`src/rtl/sbcs_pkg.sv`:
```
package sbcs_pkg;

    // Timer width and saturation value
    localparam int TIMER_WIDTH = 16;
    localparam logic [TIMER_WIDTH-1:0] TIMER_MAX = {TIMER_WIDTH{1'b1}};

    // Configuration port
    localparam int CFG_DATA_W = 16;
    localparam int CFG_IDX_W  = 3;

    localparam logic [CFG_IDX_W-1:0] REG_LONG_PRESS   = 3'd0;
    localparam logic [CFG_IDX_W-1:0] REG_IDLE_TIMEOUT = 3'd1;
    localparam logic [CFG_IDX_W-1:0] REG_REPEAT       = 3'd2;
    localparam logic [CFG_IDX_W-1:0] REG_YEAR_MIN     = 3'd3;
    localparam logic [CFG_IDX_W-1:0] REG_YEAR_MAX     = 3'd4;

    // Register reset values
    localparam logic [15:0] LONG_PRESS_RST   = 16'd500;
    localparam logic [15:0] IDLE_TIMEOUT_RST = 16'd3000;
    localparam logic [15:0] REPEAT_RST       = 16'd20;
    localparam logic [6:0]  YEAR_MIN_RST     = 7'd20;
    localparam logic [6:0]  YEAR_MAX_RST     = 7'd30;

    // Field limits
    localparam logic [5:0] HOUR_LIMIT   = 6'd23;
    localparam logic [6:0] MINSEC_LIMIT = 7'd59;
    localparam logic [4:0] MONTH_LIMIT  = 5'd12;

    // Selected field codes
    localparam logic [2:0] FIELD_NONE   = 3'd0;
    localparam logic [2:0] FIELD_HOUR   = 3'd1;
    localparam logic [2:0] FIELD_MINUTE = 3'd2;
    localparam logic [2:0] FIELD_SECOND = 3'd3;
    localparam logic [2:0] FIELD_DAY    = 3'd4;
    localparam logic [2:0] FIELD_MONTH  = 3'd5;
    localparam logic [2:0] FIELD_YEAR   = 3'd6;

    // Press kind codes
    localparam logic [1:0] PRESS_NONE  = 2'd0;
    localparam logic [1:0] PRESS_SHORT = 2'd1;
    localparam logic [1:0] PRESS_LONG  = 2'd2;

    // Days in a month; February leap when the year is a multiple of four
    function automatic logic [4:0] days_in_month(input logic [3:0] month,
                                                 input logic [6:0] year);
        logic [4:0] days;
        case (month)
            4'd2:                      days = (year[1:0] == 2'b00) ? 5'd29 : 5'd28;
            4'd4, 4'd6, 4'd9, 4'd11:   days = 5'd30;
            default:                   days = 5'd31;
        endcase
        return days;
    endfunction

    // Saturating timer increment
    function automatic logic [TIMER_WIDTH-1:0] sat_inc(input logic [TIMER_WIDTH-1:0] t);
        return (t == TIMER_MAX) ? t : t + 1'b1;
    endfunction

endpackage

```
`src/rtl/single_button_clock_setter_top.sv`:
```
// An accepted request's result is written into the output register at the clock edge that accepts it.
// Throughput: one request per cycle; the input is taken whenever the output
// register is empty or being drained in the same cycle.
// Reset (aresetn, synchronous, active low): press state, timers and field
// selection clear, registers return to their defaults, the output is empty.
module single_button_clock_setter_top
    import sbcs_pkg::*;
(
    input  logic                  aclk,
    input  logic                  aresetn,
    // configuration
    input  logic                  cfg_wr_en,
    input  logic [CFG_IDX_W-1:0]  cfg_index,
    input  logic [CFG_DATA_W-1:0] cfg_wdata,
    // input channel
    input  logic                  s_valid,
    output logic                  s_ready,
    input  logic                  s_button_down,
    input  logic [4:0]            s_hour_in,
    input  logic [5:0]            s_minute_in,
    input  logic [5:0]            s_second_in,
    input  logic [4:0]            s_day_in,
    input  logic [3:0]            s_month_in,
    input  logic [6:0]            s_year_in,
    // result channel
    output logic                  m_valid,
    input  logic                  m_ready,
    output logic                  m_write_clock,
    output logic [4:0]            m_hour_out,
    output logic [5:0]            m_minute_out,
    output logic [5:0]            m_second_out,
    output logic [4:0]            m_day_out,
    output logic [3:0]            m_month_out,
    output logic [6:0]            m_year_out,
    output logic [2:0]            m_field_selected,
    output logic [1:0]            m_press_kind
);

    // configuration registers
    logic [15:0] long_press_reg;
    logic [15:0] idle_timeout_reg;
    logic [15:0] repeat_reg;
    logic [6:0]  year_min_reg;
    logic [6:0]  year_max_reg;

    // press state
    logic                   button_prev_reg, button_prev_next;
    logic                   classifying_reg, classifying_next;
    logic                   held_long_reg, held_long_next;
    logic [TIMER_WIDTH-1:0] press_timer_reg, press_timer_next;
    logic [TIMER_WIDTH-1:0] repeat_timer_reg, repeat_timer_next;
    logic [TIMER_WIDTH-1:0] idle_timer_reg, idle_timer_next;
    logic [2:0]             selected_reg, selected_next;

    // output register
    logic       m_valid_reg;
    logic       write_clock_reg, write_clock_next;
    logic [4:0] hour_reg, hour_next;
    logic [5:0] minute_reg, minute_next;
    logic [5:0] second_reg, second_next;
    logic [4:0] day_reg, day_next;
    logic [3:0] month_reg, month_next;
    logic [6:0] year_reg, year_next;
    logic [1:0] kind_reg, kind_next;

    logic s_fire;
    logic inc;
    logic [TIMER_WIDTH-1:0] press_inc, repeat_inc;
    logic [5:0] hour_p1;
    logic [6:0] minute_p1, second_p1;
    logic [5:0] day_p1;
    logic [4:0] month_p1;
    logic [7:0] year_p1;

    assign s_ready = !m_valid_reg || m_ready;
    assign s_fire  = s_valid && s_ready;

    // Write configuration registers
    always_ff @(posedge aclk) begin
        if (!aresetn) begin
            long_press_reg   <= LONG_PRESS_RST;
            idle_timeout_reg <= IDLE_TIMEOUT_RST;
            repeat_reg       <= REPEAT_RST;
            year_min_reg     <= YEAR_MIN_RST;
            year_max_reg     <= YEAR_MAX_RST;
        end else if (cfg_wr_en) begin
            case (cfg_index)
                REG_LONG_PRESS:   long_press_reg   <= cfg_wdata[15:0];
                REG_IDLE_TIMEOUT: idle_timeout_reg <= cfg_wdata[15:0];
                REG_REPEAT:       repeat_reg       <= cfg_wdata[15:0];
                REG_YEAR_MIN:     year_min_reg     <= cfg_wdata[6:0];
                REG_YEAR_MAX:     year_max_reg     <= cfg_wdata[6:0];
                default: ;
            endcase
        end
    end

    assign press_inc  = sat_inc(press_timer_reg);
    assign repeat_inc = sat_inc(repeat_timer_reg);

    // Classify presses and time repeats
    always_comb begin
        classifying_next  = classifying_reg;
        held_long_next    = held_long_reg;
        press_timer_next  = press_timer_reg;
        repeat_timer_next = repeat_timer_reg;
        selected_next     = selected_reg;
        kind_next         = PRESS_NONE;
        inc               = 1'b0;

        if (classifying_reg) begin
            if (!s_button_down) begin
                classifying_next = 1'b0;
                kind_next        = PRESS_SHORT;
                selected_next    = (selected_reg >= FIELD_YEAR) ? FIELD_HOUR
                                                                : selected_reg + 1'b1;
            end else begin
                press_timer_next = press_inc;
                if (32'(press_inc) >= 32'(long_press_reg)) begin
                    classifying_next  = 1'b0;
                    held_long_next    = 1'b1;
                    repeat_timer_next = '0;
                    kind_next         = PRESS_LONG;
                    inc               = 1'b1;
                end
            end
        end else if (held_long_reg) begin
            if (s_button_down) begin
                repeat_timer_next = repeat_inc;
                if (32'(repeat_inc) >= 32'(repeat_reg)) begin
                    repeat_timer_next = '0;
                    inc               = 1'b1;
                end
            end else begin
                held_long_next = 1'b0;
            end
        end else if (s_button_down && !button_prev_reg) begin
            classifying_next = 1'b1;
            press_timer_next = '0;
        end

        // Count released ticks, drop out of set mode after the timeout
        idle_timer_next = s_button_down ? '0 : sat_inc(idle_timer_reg);
        if (32'(idle_timer_next) > 32'(idle_timeout_reg)) begin
            selected_next = FIELD_NONE;
        end
        button_prev_next = s_button_down;
    end

    assign hour_p1   = {1'b0, s_hour_in} + 6'd1;
    assign minute_p1 = {1'b0, s_minute_in} + 7'd1;
    assign second_p1 = {1'b0, s_second_in} + 7'd1;
    assign day_p1    = {1'b0, s_day_in} + 6'd1;
    assign month_p1  = {1'b0, s_month_in} + 5'd1;
    assign year_p1   = {1'b0, s_year_in} + 8'd1;

    // Increment the selected clock field with wrap
    always_comb begin
        hour_next        = s_hour_in;
        minute_next      = s_minute_in;
        second_next      = s_second_in;
        day_next         = s_day_in;
        month_next       = s_month_in;
        year_next        = s_year_in;
        write_clock_next = inc;
        if (inc) begin
            case (selected_reg)
                FIELD_HOUR:   hour_next   = (hour_p1 > HOUR_LIMIT) ? 5'd0 : hour_p1[4:0];
                FIELD_MINUTE: minute_next = (minute_p1 > MINSEC_LIMIT) ? 6'd0
                                                                       : minute_p1[5:0];
                FIELD_SECOND: second_next = (second_p1 > MINSEC_LIMIT) ? 6'd0
                                                                       : second_p1[5:0];
                FIELD_DAY:    day_next    = (day_p1 > {1'b0, days_in_month(s_month_in,
                                                                           s_year_in)})
                                            ? 5'd1 : day_p1[4:0];
                FIELD_MONTH:  month_next  = (month_p1 > MONTH_LIMIT) ? 4'd1 : month_p1[3:0];
                FIELD_YEAR:   year_next   = (year_p1 > {1'b0, year_max_reg}) ? year_min_reg
                                                                             : year_p1[6:0];
                default: ;
            endcase
        end
    end

    // Advance press state on each accepted request
    always_ff @(posedge aclk) begin
        if (!aresetn) begin
            button_prev_reg  <= 1'b0;
            classifying_reg  <= 1'b0;
            held_long_reg    <= 1'b0;
            press_timer_reg  <= '0;
            repeat_timer_reg <= '0;
            idle_timer_reg   <= '0;
            selected_reg     <= FIELD_NONE;
        end else if (s_fire) begin
            button_prev_reg  <= button_prev_next;
            classifying_reg  <= classifying_next;
            held_long_reg    <= held_long_next;
            press_timer_reg  <= press_timer_next;
            repeat_timer_reg <= repeat_timer_next;
            idle_timer_reg   <= idle_timer_next;
            selected_reg     <= selected_next;
        end
    end

    // Hold the result until taken
    always_ff @(posedge aclk) begin
        if (!aresetn) begin
            m_valid_reg <= 1'b0;
        end else if (s_fire) begin
            m_valid_reg <= 1'b1;
        end else if (m_ready) begin
            m_valid_reg <= 1'b0;
        end
    end

    // Load result payload
    always_ff @(posedge aclk) begin
        if (s_fire) begin
            write_clock_reg <= write_clock_next;
            hour_reg        <= hour_next;
            minute_reg      <= minute_next;
            second_reg      <= second_next;
            day_reg         <= day_next;
            month_reg       <= month_next;
            year_reg        <= year_next;
            kind_reg        <= kind_next;
        end
    end

    assign m_valid          = m_valid_reg;
    assign m_write_clock    = write_clock_reg;
    assign m_hour_out       = hour_reg;
    assign m_minute_out     = minute_reg;
    assign m_second_out     = second_reg;
    assign m_day_out        = day_reg;
    assign m_month_out      = month_reg;
    assign m_year_out       = year_reg;
    assign m_field_selected = selected_reg;
    assign m_press_kind     = kind_reg;

endmodule
```
`config.mk`:
```
export PLATFORM = sky130hd
export DESIGN_NAME = single_button_clock_setter_top
export DESIGN_NICKNAME = d
export VERILOG_FILES = /design/src/rtl/sbcs_pkg.sv /design/src/rtl/single_button_clock_setter_top.sv
export SDC_FILE = /design/constraint.sdc
export NUM_CORES = 1
export LEC_CHECK = 0
export ABC_AREA = 1
export BUFFER_PORTS_ARGS = -buffer_cell sky130_fd_sc_hd__buf_2
export CAP_MARGIN = 20
export CELL_PAD_IN_SITES_DETAIL_PLACEMENT = 0
export CELL_PAD_IN_SITES_GLOBAL_PLACEMENT = 1
export CORE_MARGIN = 3
export CORE_UTILIZATION = 47
export DETAILED_ROUTE_END_ITERATION = 10
export PLACE_DENSITY = 0.95
export SLEW_MARGIN = 20
export SYNTH_ARGS = -nofsm -noshare
export SYNTH_HDL_FRONTEND = slang
export SYNTH_SLANG_ARGS = --single-unit
```
`constraint.sdc`:
```
create_clock -name aclk -period 5.6 [get_ports aclk]
set_input_delay 0.28 -clock aclk [delete_from_list [all_inputs] [get_ports aclk]]
set_output_delay 0.28 -clock aclk [all_outputs]
set_load 0.005 [all_outputs]
```
==> out/summary.log <==
[status] status completed
[sta] time the final worst path needs with I/O delays and setup 4.26 ns
[yosys] proportion of netlist area held by the largest area contributor 22.6%
[yosys] primary flip-flop cell chosen by synthesis mapping dfxtp_1
[sta] Slew Viols, Final 0
[sta] summed negative setup slack over all endpoints 0 ns
[critical_path] cell with the largest stage delay on the worst path nand2_1
[floorplanning] Die Height 155 um
[finish] Net count, final 1,708
[sta] unrepaired setup endpoints after global routing false
[cts] clock latency on the worst-skew pair 0.43 ns
[pwr] maximum vdd ir drop 0.207 mV
[grt] overall global routing resource usage 20.8%
[pwr] Pwr Density 247 nW/um^2
[critical_path] endpoint kind of the worst setup timing path flip-flop
[yosys] Synth Area per Inst 6.94 um^2
[drt] number of DRC markers in iteration 0 525
[critical_path] CP Data Arrival Time 4.43 ns
[drt] post-detailed-route wirelength per cell 13.6 um
[floorplanning] die footprint 23,900 um^2
[cts] number of post-CTS setup repair buffers 0
[drt] remaining antenna violation count 0
[sta] final setup skew 0.0111 ns
[pwr] leakage 0.00568 uW
[cts] clock transition at the registers of the reported paths 0.07 ns
[drt] aggregate routed wire length 25,200 um
[placement] Detailed Place HPWL 18,600 um
[grt] number of global-route vias before repair 8,696
[sta] Rel. slew slack 37.4%
[placement] number of buffers inserted by port buffering 98
[cts] hold buffer count at CTS 0
[cts] clock sink count 153
[yosys] instance count of the mapped netlist 1,497
[critical_path] startpoint class of the critical path flip-flop
[grt] met2 demand-to-capacity share in global routing 35.5%
[drt] number of design rule violations left after detail routing 0
[grt] routing usage on met3 3.47%
[finish] area growth from synthesis to layout 11.9%
[cts] number of buffers created by CTS 17
[floorplanning] CORE AREA 21,400 um^2
[finish] share of cells above drive strength 1 13.7%
[critical_path] ordered list of cells on the worst path ha_1, and3_1, nand2_1, nor2_4, inv_2, nand2_1, ha_1, a21oi_1, nand2_1, a21oi_1, nand3_1, nand2_1, nand2_4, nand2_1, nand2_1
[finish] antenna diode count 0
[sta] number of setup violations in the final report 0
[hold_path] Min-Delay Path Class input pin to flip-flop
[yosys] most instantiated cells after synthesis nand2_1 (432), inv_1 (195), dfxtp_1 (117), nor2_1 (117), nand3_1 (112)
[sta] Fin. Hold Viols 0
[drt] detailed-route vias per instance 5.08
[yosys] flop and latch count out of synthesis 153
[cts] TritonCTS clock tree yes
[sta] PnR worst setup slack 1.34 ns
[drt] via count of the routed design 9,445
[yosys] Unique masters post-synth 50
[yosys] fraction of the yosys area taken by sequential cells 33.0%
[yosys] number of nets in the synthesized netlist 1,633
[floorplanning] starting utilization of the core area 48.6%
[critical_path] buffers plus inverters on the worst setup path 1
[critical_path] most prevalent standard cell on the critical path nand2_1
[grt] global-route wire length before repair 41,300 um
[yosys] cell taking the most area after synthesis dfxtp_1
[sta] Peak Freq 235 MHz
[yosys] leading cell type by number of instances after synthesis nand2_1
[cts] number of gates given a new drive strength after cts 0
[drt] number of detailed-routing iterations run before antenna repair 5
[sta] slew of the pin with the lowest slew margin 0.935 ns
[cts] H-tree depth reported by CTS 4
[grt] initial antenna violation count 0
[cts] Longest Clk Path Bufs 2
[floorplanning] die width 155 um
[placement] worst-case setup slack after placement 1.38 ns
[yosys] mapped cell area 10,400 um^2
[placement] routability congestion estimate 0.898
[job] maximum capacitance violations 0
[critical_path] critical path data required time 5.78 ns
[floorplanning] number of top-level pins 99
[floorplanning] number of rows created at floorplan 53
[yosys] number of enable-type register cells in the synthesized netlist 36
[critical_path] Worst Path Max Fanout 34
[cts] cell at the root of the clock tree clkbuf_16
[critical_path] cell family with most CP delay simple AND/OR/NAND/NOR gates
[grt] overflow left after global routing 0
[grt] GR met1 Demand/Resource 27.5%
[critical_path] kind of critical path flip-flop to flip-flop
[grt] pin count of the biggest net entering global routing 98
[yosys] Synth warnings 0
[grt] Top Usage Layer GRT met2
[critical_path] delay of the slowest cell on the worst path 0.71 ns
[yosys] top area cells in the synthesized netlist dfxtp_1 (23%), nand2_1 (16%), edfxtp_1 (10%)
[yosys] async set-or-reset flop fraction in the synthesized netlist 0%
[sta] share of the clock period used by the worst path 76.0%
[layout by cell type, fill, tap and decap left out, drive strengths merged, types with 2 or more instances in the layout]
master and n:
nand3 116, nor3b 2, bufinv 2, clkbuf 21, a21oi 109, nand4 23
o21ai 90, a21o 3, clkinvlp 3, clkinv 5, or2 3, dfxtp 117
nor3 20, buf 100, xnor2 8, inv 213, ha 78, nand2 449
nor2 129, o21bai 2, edfxtp 36, xor2 25, o211ai 22, nand3b 4
[report_power, final]
group / leakage, uW / internal, uW / switching (uW)
logic: 0.00408 / 149 / 282
clock network: 0.000298 / 725 / 492
registers: 0.00130 / 1190 / 32.6
total: 0.00568 / 2060 / 806
[area by class of cell]
cell class	count	area (um^2)
fill	2085	9730
multi-input combinational	1088	5930
sequential	153	3420
inverter	212	796
timing repair buffer	100	505
clock buffer	21	492
tap	275	344
clock inverter	11	135
[worst register-to-register path: cells and delay by family, from the launching register on]
kind	cells	cell delay, ns
buffers and inverters	1	0.39
and+or+nand+nor	10	2.24
adders and majority gates	2	0.62
AOI/OAI and AO/OA	2	0.35
DFF	1	0.41
[logic make-up after synthesis]
group                    Yosys count  share of synthesized area, %
flip-flops                       153                          33.0
AO/OA/AOI/OAI                    229                          12.5
adder cells (fa/ha/maj)           78                          9.40
AND/OR/NAND/NOR                  748                          32.4
buffers and inverters            256                          9.94
XOR/XNOR                          33                          2.78
[layer usage]
metal  share of wire [%]  up-vias
met2                  48      167
met4                 1.6        0
met5                   0        -
met1                  47     4274
li1                    -     4971
met3                 3.9       33
[path summary, 6_finish.rpt]
check / start / depth (start not counted) / to / slack [ns]
setup / recovery: press_timer_reg[0] / 15 / m_minute_out[5] / 1.34
hold / removal: cfg_wdata[7] / 3 / long_press_reg[7] / 0.14
setup reg to reg: press_timer_reg[0] / 15 / m_minute_out[5] / 1.34
hold reg to reg: idle_timeout_reg[13] / 2 / idle_timeout_reg[13] / 0.46
[per-stage QoR]
step | total power (uW) | instance area [um^2] | hold slack, ns | cells | utilization (%)
3_3_place_gp | 1670 | 11000 | 0.444 | 1828 | 51.5
3_5_place_dp | 1680 | 11000 | 0.456 | 1828 | 51.5
4_1_cts | 2890 | 11600 | 0.128 | 1860 | 54.4
5_1_grt | 3000 | 11600 | 0.154 | 1860 | 54.4
6_report | 2870 | 11600 | 0.142 | 1860 | 54.4
2_1_floorplan | 1540 | 10400 | 0.404 | 1497 | -
Power figures use the tool's default switching activity.
